### src/rtl/csm_pkg.sv
// Shared types and constants for the closed interval set manager.
// No dependencies; csm_seq, the top level and the checker use this package.
package csm_pkg;

    localparam int MAX_INTERVALS = 32;
    localparam int COORD_BITS    = 16;
    localparam int IDX_BITS      = $clog2(MAX_INTERVALS);
    localparam int CNT_BITS      = $clog2(MAX_INTERVALS + 1);
    localparam int VAL_BITS      = COORD_BITS + 1;
    localparam int ENTRY_BITS    = 2 * COORD_BITS;

    localparam logic [1:0] ACT_QUERY  = 2'd0;
    localparam logic [1:0] ACT_INSERT = 2'd1;
    localparam logic [1:0] ACT_ERASE  = 2'd2;
    localparam logic [1:0] ACT_MEX    = 2'd3;

    localparam logic [1:0] STAT_OK    = 2'd0;
    localparam logic [1:0] STAT_ORDER = 2'd1;
    localparam logic [1:0] STAT_FULL  = 2'd2;

    typedef struct packed {
        logic [1:0]            action;
        logic [COORD_BITS-1:0] lo;
        logic [COORD_BITS-1:0] hi;
    } in_item_t;

    typedef struct packed {
        logic [VAL_BITS-1:0]   value;
        logic                  hit;
        logic [COORD_BITS-1:0] found_lo;
        logic [COORD_BITS-1:0] found_hi;
        logic [CNT_BITS-1:0]   interval_count;
        logic [1:0]            status;
    } out_item_t;

    typedef struct packed {
        logic                  re;
        logic [IDX_BITS-1:0]   raddr;
        logic                  we;
        logic [IDX_BITS-1:0]   waddr;
        logic [ENTRY_BITS-1:0] wdata;
    } mem_ctl_t;

endpackage

### src/rtl/csm_ram.sv
// Generic single-write, single-read synchronous RAM, registered read data.
// No dependencies.
module csm_ram #(
    parameter int DEPTH = 32,
    parameter int WIDTH = 32
) (
    input  logic                     clk,
    input  logic                     we,
    input  logic [$clog2(DEPTH)-1:0] waddr,
    input  logic [WIDTH-1:0]         wdata,
    input  logic                     re,
    input  logic [$clog2(DEPTH)-1:0] raddr,
    output logic [WIDTH-1:0]         rdata
);

    logic [WIDTH-1:0] mem [DEPTH];

    always_ff @(posedge clk)
    begin
        if (we)
        begin
            mem[waddr] <= wdata;
        end
    end

    always_ff @(posedge clk)
    begin
        if (re)
        begin
            rdata <= mem[raddr];
        end
    end

endmodule

### src/rtl/csm_seq.sv
// Request sequencer: walks the sorted table one entry at a time and, for an
// insert or erase, rebuilds it into the spare bank. Depends on csm_pkg.
module csm_seq (
    input  logic                                clk,
    input  logic                                rst_n,
    input  logic                                start,
    input  csm_pkg::in_item_t                   item,
    output logic                                ready,
    input  logic [csm_pkg::ENTRY_BITS-1:0]      rd_data,
    output csm_pkg::mem_ctl_t                   mem_ctl,
    output logic                                bank,
    output logic                                res_valid,
    output csm_pkg::out_item_t                  res,
    input  logic                                res_take
);
    import csm_pkg::*;

    localparam logic [2:0] ST_IDLE  = 3'd0;
    localparam logic [2:0] ST_READ  = 3'd1;
    localparam logic [2:0] ST_EVAL  = 3'd2;
    localparam logic [2:0] ST_EMIT2 = 3'd3;
    localparam logic [2:0] ST_FIN   = 3'd4;
    localparam logic [2:0] ST_DONE  = 3'd5;

    logic [2:0]            state_reg, state_next;
    logic [1:0]            act_reg, act_next;
    logic [COORD_BITS-1:0] lo_reg, lo_next, hi_reg, hi_next;
    logic [CNT_BITS-1:0]   idx_reg, idx_next, ncnt_reg, ncnt_next, count_reg, count_next;
    logic                  ovf_reg, ovf_next, placed_reg, placed_next;
    logic                  bank_reg, bank_next, hit_reg, hit_next;
    logic [COORD_BITS-1:0] ml_reg, ml_next, mr_reg, mr_next;
    logic [COORD_BITS-1:0] flo_reg, flo_next, fhi_reg, fhi_next;
    logic [VAL_BITS-1:0]   acc_reg, acc_next, val_reg, val_next;
    logic [1:0]            status_reg, status_next;

    logic [COORD_BITS-1:0] l, r, ea, eb;
    logic [VAL_BITS-1:0]   l_x, r_x, lo_x, hi_x, r_inc, hi_inc, ers_len, ent_len;
    logic                  ins_left, ins_right, ers_keep, full, two;
    logic                  emit_en, ovf_fin;
    logic [COORD_BITS-1:0] emit_l, emit_r;
    logic [CNT_BITS-1:0]   idx_inc, ncnt_fin;

    assign l       = rd_data[ENTRY_BITS-1:COORD_BITS];
    assign r       = rd_data[COORD_BITS-1:0];
    assign l_x     = {1'b0, l};
    assign r_x     = {1'b0, r};
    assign lo_x    = {1'b0, lo_reg};
    assign hi_x    = {1'b0, hi_reg};
    assign r_inc   = r_x + 1'b1;
    assign hi_inc  = hi_x + 1'b1;
    assign ins_left  = r_inc < lo_x;
    assign ins_right = l_x > hi_inc;
    assign ers_keep  = (r < lo_reg) || (l > hi_reg);
    assign ea      = (l > lo_reg) ? l : lo_reg;
    assign eb      = (r < hi_reg) ? r : hi_reg;
    assign ers_len = {1'b0, eb} - {1'b0, ea} + 1'b1;
    assign ent_len = r_x - l_x + 1'b1;
    assign full    = ncnt_reg == CNT_BITS'(MAX_INTERVALS);
    assign idx_inc = idx_reg + 1'b1;
    assign ovf_fin  = ovf_reg || (emit_en && full);
    assign ncnt_fin = ncnt_reg + CNT_BITS'(emit_en && !full);

    assign ready     = state_reg == ST_IDLE;
    assign res_valid = state_reg == ST_DONE;
    assign bank      = bank_reg;

    always_comb
    begin
        res.value          = val_reg;
        res.hit            = hit_reg;
        res.found_lo       = flo_reg;
        res.found_hi       = fhi_reg;
        res.interval_count = count_reg;
        res.status         = status_reg;
    end

    always_comb
    begin
        state_next  = state_reg;
        act_next    = act_reg;
        lo_next     = lo_reg;
        hi_next     = hi_reg;
        idx_next    = idx_reg;
        ncnt_next   = ncnt_reg;
        count_next  = count_reg;
        ovf_next    = ovf_reg;
        placed_next = placed_reg;
        bank_next   = bank_reg;
        hit_next    = hit_reg;
        ml_next     = ml_reg;
        mr_next     = mr_reg;
        flo_next    = flo_reg;
        fhi_next    = fhi_reg;
        acc_next    = acc_reg;
        val_next    = val_reg;
        status_next = status_reg;
        emit_en     = 1'b0;
        emit_l      = '0;
        emit_r      = '0;
        two         = 1'b0;
        mem_ctl.re    = 1'b0;
        mem_ctl.raddr = idx_reg[IDX_BITS-1:0];

        unique case (state_reg)
            ST_IDLE:
            begin
                if (start)
                begin
                    act_next    = item.action;
                    lo_next     = item.lo;
                    hi_next     = item.hi;
                    idx_next    = '0;
                    ncnt_next   = '0;
                    ovf_next    = 1'b0;
                    placed_next = 1'b0;
                    ml_next     = item.lo;
                    mr_next     = item.hi;
                    hit_next    = 1'b0;
                    flo_next    = '0;
                    fhi_next    = '0;
                    val_next    = '0;
                    status_next = STAT_OK;
                    acc_next    = (item.action == ACT_MEX) ? {1'b0, item.lo} : '0;
                    if (item.action != ACT_MEX && item.lo > item.hi)
                    begin
                        status_next = STAT_ORDER;
                        state_next  = ST_DONE;
                    end
                    else if (count_reg == '0)
                    begin
                        state_next = ST_FIN;
                    end
                    else
                    begin
                        state_next = ST_READ;
                    end
                end
            end
            ST_READ:
            begin
                mem_ctl.re = 1'b1;
                state_next = ST_EVAL;
            end
            ST_EVAL:
            begin
                idx_next = idx_inc;
                case (act_reg)
                    ACT_QUERY:
                    begin
                        if (l <= lo_reg && hi_reg <= r)
                        begin
                            hit_next = 1'b1;
                            flo_next = l;
                            fhi_next = r;
                        end
                    end
                    ACT_INSERT:
                    begin
                        if (ins_left)
                        begin
                            emit_en = 1'b1;
                            emit_l  = l;
                            emit_r  = r;
                        end
                        else if (ins_right)
                        begin
                            emit_en = 1'b1;
                            if (!placed_reg)
                            begin
                                emit_l      = ml_reg;
                                emit_r      = mr_reg;
                                placed_next = 1'b1;
                                two         = 1'b1;
                            end
                            else
                            begin
                                emit_l = l;
                                emit_r = r;
                            end
                        end
                        else
                        begin
                            if (l < ml_reg)
                            begin
                                ml_next = l;
                            end
                            if (r > mr_reg)
                            begin
                                mr_next = r;
                            end
                            acc_next = acc_reg + ent_len;
                        end
                    end
                    ACT_ERASE:
                    begin
                        if (ers_keep)
                        begin
                            emit_en = 1'b1;
                            emit_l  = l;
                            emit_r  = r;
                        end
                        else
                        begin
                            acc_next = acc_reg + ers_len;
                            if (l < lo_reg)
                            begin
                                emit_en = 1'b1;
                                emit_l  = l;
                                emit_r  = lo_reg - 1'b1;
                                two     = r > hi_reg;
                            end
                            else if (r > hi_reg)
                            begin
                                emit_en = 1'b1;
                                emit_l  = hi_inc[COORD_BITS-1:0];
                                emit_r  = r;
                            end
                        end
                    end
                    default:
                    begin
                        if (l <= lo_reg && lo_reg <= r)
                        begin
                            acc_next = r_inc;
                        end
                    end
                endcase
                if (two)
                begin
                    state_next = ST_EMIT2;
                end
                else
                begin
                    state_next = (idx_inc == count_reg) ? ST_FIN : ST_READ;
                end
            end
            ST_EMIT2:
            begin
                emit_en = 1'b1;
                emit_r  = r;
                emit_l  = (act_reg == ACT_INSERT) ? l : hi_inc[COORD_BITS-1:0];
                state_next = (idx_reg == count_reg) ? ST_FIN : ST_READ;
            end
            ST_FIN:
            begin
                if (act_reg == ACT_INSERT && !placed_reg)
                begin
                    emit_en = 1'b1;
                    emit_l  = ml_reg;
                    emit_r  = mr_reg;
                end
                case (act_reg)
                    ACT_QUERY:  val_next = '0;
                    ACT_INSERT: val_next = {1'b0, mr_reg} - {1'b0, ml_reg} + 1'b1 - acc_reg;
                    default:    val_next = acc_reg;
                endcase
                if (act_reg == ACT_INSERT || act_reg == ACT_ERASE)
                begin
                    if (ovf_fin)
                    begin
                        status_next = STAT_FULL;
                        val_next    = '0;
                    end
                    else
                    begin
                        bank_next  = !bank_reg;
                        count_next = ncnt_fin;
                    end
                end
                state_next = ST_DONE;
            end
            ST_DONE:
            begin
                if (res_take)
                begin
                    state_next = ST_IDLE;
                end
            end
            default:
            begin
                state_next = ST_IDLE;
            end
        endcase

        // write each emitted entry into the spare bank, or flag overflow
        mem_ctl.we    = emit_en && !full;
        mem_ctl.waddr = ncnt_reg[IDX_BITS-1:0];
        mem_ctl.wdata = {emit_l, emit_r};
        if (emit_en)
        begin
            if (full)
            begin
                ovf_next = 1'b1;
            end
            else
            begin
                ncnt_next = ncnt_reg + 1'b1;
            end
        end
    end

    always_ff @(posedge clk or negedge rst_n)
    begin
        if (!rst_n)
        begin
            state_reg <= ST_IDLE;
            count_reg <= '0;
            bank_reg  <= 1'b0;
        end
        else
        begin
            state_reg <= state_next;
            count_reg <= count_next;
            bank_reg  <= bank_next;
        end
    end

    always_ff @(posedge clk)
    begin
        act_reg    <= act_next;
        lo_reg     <= lo_next;
        hi_reg     <= hi_next;
        idx_reg    <= idx_next;
        ncnt_reg   <= ncnt_next;
        ovf_reg    <= ovf_next;
        placed_reg <= placed_next;
        hit_reg    <= hit_next;
        ml_reg     <= ml_next;
        mr_reg     <= mr_next;
        flo_reg    <= flo_next;
        fhi_reg    <= fhi_next;
        acc_reg    <= acc_next;
        val_reg    <= val_next;
        status_reg <= status_next;
    end

endmodule

### src/rtl/closed_interval_set_manager.sv
// Top level of the closed interval set manager: two table banks, the
// sequencer and the result register. Depends on csm_pkg, csm_ram, csm_seq.
//
//   channel   direction   handshake              payload
//   req       in          req_valid / req_stall  req_item  (csm_pkg::in_item_t)
//   rsp       out         rsp_valid / rsp_stall  rsp_item  (csm_pkg::out_item_t)
//
// One item at a time. Each stored interval passes through a read state and
// an evaluate state, plus an emit state for the single entry that may emit two
// intervals (an erase split, or the point where an insert places its merged
// range). A reversed range returns without reading the table.
// Reset empties the table (count zero); the banks themselves are not cleared.
// The next item is taken while a result still sits in the output register;
// a stalled result register holds the sequencer until it drains.
module closed_interval_set_manager (
    input  logic                clk,
    input  logic                rst_n,
    input  logic                req_valid,
    output logic                req_stall,
    input  csm_pkg::in_item_t   req_item,
    output logic                rsp_valid,
    input  logic                rsp_stall,
    output csm_pkg::out_item_t  rsp_item
);
    import csm_pkg::*;

    logic                  seq_ready, res_valid, res_take, bank;
    out_item_t             res;
    mem_ctl_t              mem_ctl;
    logic [ENTRY_BITS-1:0] rdata_a, rdata_b, rd_data;
    logic                  rsp_valid_reg, rsp_valid_next;
    out_item_t             rsp_item_reg;

    // The live table sits in bank A when bank is low, else in bank B.
    // Reads hit the live bank, the rebuilt table goes to the other one,
    // so a read and a write never touch the same entry.
    csm_ram #(
        .DEPTH(MAX_INTERVALS),
        .WIDTH(ENTRY_BITS)
    ) u_bank_a (
        .clk  (clk),
        .we   (mem_ctl.we && bank),
        .waddr(mem_ctl.waddr),
        .wdata(mem_ctl.wdata),
        .re   (mem_ctl.re && !bank),
        .raddr(mem_ctl.raddr),
        .rdata(rdata_a)
    );

    csm_ram #(
        .DEPTH(MAX_INTERVALS),
        .WIDTH(ENTRY_BITS)
    ) u_bank_b (
        .clk  (clk),
        .we   (mem_ctl.we && !bank),
        .waddr(mem_ctl.waddr),
        .wdata(mem_ctl.wdata),
        .re   (mem_ctl.re && bank),
        .raddr(mem_ctl.raddr),
        .rdata(rdata_b)
    );

    // Bank only flips at the end of an item, never with a read in flight.
    assign rd_data = bank ? rdata_b : rdata_a;

    csm_seq u_seq (
        .clk      (clk),
        .rst_n    (rst_n),
        .start    (req_valid && seq_ready),
        .item     (req_item),
        .ready    (seq_ready),
        .rd_data  (rd_data),
        .mem_ctl  (mem_ctl),
        .bank     (bank),
        .res_valid(res_valid),
        .res      (res),
        .res_take (res_take)
    );

    assign req_stall = !seq_ready;

    // Load the result register whenever it is empty or being drained.
    assign res_take = !rsp_valid_reg || !rsp_stall;

    always_comb
    begin
        rsp_valid_next = rsp_valid_reg;
        if (res_take)
        begin
            rsp_valid_next = res_valid;
        end
    end

    always_ff @(posedge clk or negedge rst_n)
    begin
        if (!rst_n)
        begin
            rsp_valid_reg <= 1'b0;
        end
        else
        begin
            rsp_valid_reg <= rsp_valid_next;
        end
    end

    always_ff @(posedge clk)
    begin
        if (res_take && res_valid)
        begin
            rsp_item_reg <= res;
        end
    end

    assign rsp_valid = rsp_valid_reg;
    assign rsp_item  = rsp_item_reg;

endmodule

### config.mk
export PLATFORM = sky130hd
export DESIGN_NAME = closed_interval_set_manager
export DESIGN_NICKNAME = d
export VERILOG_FILES = /design/src/rtl/csm_pkg.sv /design/src/rtl/csm_ram.sv /design/src/rtl/csm_seq.sv /design/src/rtl/closed_interval_set_manager.sv
export SDC_FILE = /design/constraint.sdc
export NUM_CORES = 2
export LEC_CHECK = 0
export BUFFER_PORTS_ARGS = -buffer_cell sky130_fd_sc_hd__clkbuf_2
export CORE_ASPECT_RATIO = 0.9
export CORE_MARGIN = 5
export CORE_UTILIZATION = 52
export DETAILED_ROUTE_END_ITERATION = 12
export PLACE_DENSITY_LB_ADDON = 0.15
export SYNTH_ARGS = -nofsm -noshare
export SYNTH_HDL_FRONTEND = slang
export SYNTH_SLANG_ARGS = --single-unit
### constraint.sdc
create_clock -name clk -period 9.4 [get_ports clk]
set_input_delay 0.94 -clock clk [delete_from_list [all_inputs] [get_ports clk]]
set_output_delay 0.94 -clock clk [all_outputs]
set_load 0.02 [all_outputs]
==> impl_metrics.py <==
metrics = {
    "clocking": {
        "clock_root_cell": "clkbuf_16",
        "clkLatencyLatePin_ns": 0.87,
        "cts_buffers": 224,
        "clkSlewWorstSetupHoldPaths_ns": 0.07,
        "htree_num_levels": 4,
        "clock_tree.buffer_depth": 3,
        "clock_tree_from_tritoncts": "yes",
        "post-cts-setup-buffer-count": 0,
        "clock-sinks": 2330,
        "cts-hold-fix-buffers": 1,
        "postCtsResizedCells": 0,
    },
    "setup_path": {
        "ff2ff_setup_slack_ns": 1.35,
        "setup.worst_path.end_class": "register",
        "cp_data_arrival_time_ns": 8.62,
        "cell_type_with_the_highest_occurrence_count_on_the_critical_path": "buf_4",
        "cp_max_delay_cell": "o221ai_4",
        "crit_chain": "mux2i_1, buf_4, inv_1, ha_1, nand4b_1, a211oi_2, nand3_2, nor2_1, xnor2_1, ha_1, a2111oi_0, nand3_1, o21ai_0, a31oi_2, buf_4, or2_2, o21a_4, a21boi_4, o221ai_4, buf_4",
        "crit_reg_reg_startpoint": "u_seq.bank$_DFFE_PN0P_",
        "timing.critical_path.required_ns": 9.96,
        "critical_path_peak_fanout": 39,
        "timing.critical_path.slowest_cell_delay_ns": 0.89,
        "setup.worst_path.start_class": "register",
        "worst-setup-path-type": "register to register",
        "critical_path_buf_inv_count": 4,
        "worst_r2r_path_depth": 20,
        "crit_family": "compound AO/OA/AOI/OAI gates",
        "reg2reg_to": "u_bank_a.mem[7][9]$_DFFE_PP_",
    },
    "pwr": {
        "p_leak_nw": 38.1,
        "worst_ir_drop_vdd_mv": 0.265,
        "finalPower_mw": 36.0,
        "pwr_density_cell_nw_per_um2": 325,
    },
    "synth": {
        "synth_sequential_area_ratio": 0.708,
        "post_synth_inst_count": 5791,
        "syn_area_per_cell_um2": 17.0,
        "yosys.cell_types.count": 83,
        "synth.ff_latch_count": 2330,
        "synth_nets": 6101,
        "yosys_warnings": 0,
        "synth-main-ff-cell": "edfxtp_1",
        "postSynth.asyncResetShare": 0.00472,
        "netlist_area_um2": 98600,
        "synth-edff-count": 2312,
    },
    "sta": {
        "finalMaxSlewViolations": 2,
        "finalCritPeriodShare": 0.857,
        "finalWorstPathRequiredPeriod_ns": 8.05,
        "fin_hold_ws_ns": 0.277,
        "timing.setup.tns_ns": 0,
        "timing.clock.skew_ns": 0.0584,
        "timing.slew.headroom": -0.0212,
        "max_slew.worst_pin.slew_ns": 1.52,
        "hold_violations": 0,
        "grt_setup_unrepaired": "no",
        "achievable-frequency_mhz": 124,
        "report.final.setup_viol": 0,
    },
    "min_path": {
        "min_path_type": "input port to register",
        "timing.hold.worst_endpoint": "u_seq.act_reg[1]$_DFFE_PP_",
        "hold_start": "req_item[33]",
        "holdPathStages": 1,
    },
    "grt": {
        "grt_max_degree": 120,
        "grt_remaining_overflow": 0,
        "antenna_found_initial": 21,
        "grt_usage": 0.288,
        "grt_pass1_wl_um": 406000,
        "first_global_vias": 54000,
    },
    "placed_design": {
        "port_buffers": 97,
        "hpwl_um": 183000,
        "globalplace.congestion": 0.956,
    },
    "routing": {
        "average_detailed_routed_wire_length_per_instance_um": 33.0,
        "post-route-drc-count": 0,
        "dr.first_iter.drc_count": 6784,
        "routed-via-count": 56000,
        "wirelength_um": 288000,
        "drtAntennaViolNets": 0,
        "drtPass1Iterations": 5,
        "average_vias_per_placed_instance": 6.44,
    },
    "finish": {
        "fillers": 14100,
        "finish.net_count": 6292,
        "syn2layout_area_growth_pct": 12.1,
        "proportion_of_layout_cells_with_a_drive_suffix_above_1": 0.165,
        "regArea_um2": 69800,
        "multi_input_area_um2": 27600,
    },
    "die": {
        "fp.dieW_um": 469,
        "die-height_um": 423,
        "core-area_um2": 188000,
        "initial_utilization": 0.523,
        "io_pins": 98,
        "dieArea_um2": 198000,
        "rows": 151,
    },
    "run_status": {
        "status": "complete, but fails checks",
        "failed_checks": "max-capacitance violations, max-slew violations",
    },
    "flow_run": {
        "max_cap_violations": 1,
    },
}
[cell usage after synthesis, types with 17 or more instances]
library cell | n | area [µm²]
xnor2_1 | 81 | 709
fa_1 | 48 | 961
inv_1 | 233 | 875
buf_1 | 62 | 233
o221ai_1 | 305 | 2670
nor3_1 | 38 | 190
clkbuf_1 | 214 | 803
o21ai_0 | 172 | 861
nor4_1 | 17 | 106
nand3_1 | 60 | 300
mux4_2 | 296 | 6670
nand2_1 | 393 | 1480
mux2i_1 | 504 | 5040
a21oi_1 | 146 | 731
a21o_1 | 66 | 495
o22ai_1 | 74 | 463
nor2_1 | 178 | 668
a211oi_1 | 24 | 180
xor2_1 | 22 | 193
nor2b_1 | 17 | 106
nand4_1 | 32 | 200
edfxtp_1 | 2312 | 69400
ha_1 | 224 | 2800
o211ai_1 | 17 | 128
[per-layer routing]
metal	vias up	wire, µm	part of all wire	GRT usage
met5	-	13	0.000045	0
met4	2	10600	0.037	0.0909
met3	423	23700	0.083	0.0490
met2	2604	132000	0.46	0.440
met1	29400	121000	0.42	0.426
li1	23600	-	-	-
[cell usage in the layout (no fill, tap or decap), types with 10 or more instances in the layout]
| cell | count |
|---|---|
| inv_1 | 233 |
| a22oi_1 | 15 |
| xnor2_1 | 81 |
| fa_1 | 48 |
| buf_4 | 151 |
| nor2_4 | 53 |
| mux4_2 | 296 |
| o221ai_1 | 291 |
| or3_1 | 10 |
| o221ai_4 | 14 |
| o211ai_1 | 17 |
| nand2_1 | 391 |
| clkbuf_2 | 97 |
| clkinv_1 | 63 |
| dfrtp_1 | 10 |
| buf_12 | 11 |
| bufinv_16 | 21 |
| a211oi_1 | 23 |
| edfxtp_1 | 2312 |
| clkbuf_1 | 29 |
| nand2b_1 | 15 |
| and3_1 | 11 |
| a21oi_1 | 143 |
| mux2i_1 | 503 |
| ha_1 | 223 |
| o21ai_0 | 169 |
| a21o_1 | 66 |
| nand4_1 | 32 |
| xor2_1 | 22 |
| nor3_1 | 30 |
| nor4_1 | 11 |
| clkinv_2 | 51 |
| nor2b_1 | 17 |
| o21a_1 | 13 |
| a221o_2 | 12 |
| nand3_1 | 60 |
| a31oi_1 | 11 |
| o22ai_1 | 74 |
| nor2_1 | 126 |
| clkbuf_16 | 226 |
[through the flow]
step	setup slack [ns]	instances	instance area [µm²]	util
2_1_floorplan	1.63	5791	98600	-
3_3_place_gp	1.65	8278	103000	0.548
3_5_place_dp	1.60	8279	103000	0.549
4_1_cts	1.54	8694	111000	0.587
5_1_grt	1.26	8694	111000	0.587
6_report	1.35	8701	111000	0.587
[worst max path at each step]
stage                                      start                       endpoint  slack [ns]  cells after the start
after floorplan           u_seq.bank$_DFFE_PN0P_  u_bank_b.mem[23][0]$_DFFE_PP_        1.63                     20
final                     u_seq.bank$_DFFE_PN0P_   u_bank_a.mem[7][9]$_DFFE_PP_        1.35                     20
after global routing      u_seq.bank$_DFFE_PN0P_   u_bank_a.mem[0][9]$_DFFE_PP_        1.26                     20
after global placement    u_seq.bank$_DFFE_PN0P_  u_bank_a.mem[14][9]$_DFFE_PP_        1.65                     20
after detailed placement  u_seq.bank$_DFFE_PN0P_   u_bank_a.mem[2][9]$_DFFE_PP_        1.60                     20
after CTS                 u_seq.bank$_DFFE_PN0P_   u_bank_a.mem[0][9]$_DFFE_PP_        1.54                     20
[where the power goes]
group          switching [mW]  total [mW]  internal [mW]
clock network            3.92        8.90           4.98
logic                    9.18        14.0           4.83
registers               0.383        13.1           12.7
total                    13.5        36.0           22.5
[cells by family after synthesis]
logic type	Yosys count	share of synthesized area
adder cells (fa/ha/maj)	272	0.0382
AO/OA/AOI/OAI	935	0.0676
multiplexers	808	0.120
AND/OR/NAND/NOR	812	0.0365
buffers and inverters	531	0.0207
XOR/XNOR	103	0.00915
flip-flops	2330	0.708
[area by class of cell]
class,instances,area share
flip-flops and latches,2330,0.632
multi-input cells,2930,0.250
clock buffers,256,0.0523
well taps,2524,0.0286
repair buffers,260,0.0167
clock inverters,158,0.0131
inverters,236,0.00806
diodes,7,0.000158
No activity file was read; power rests on OpenSTA's default activity.
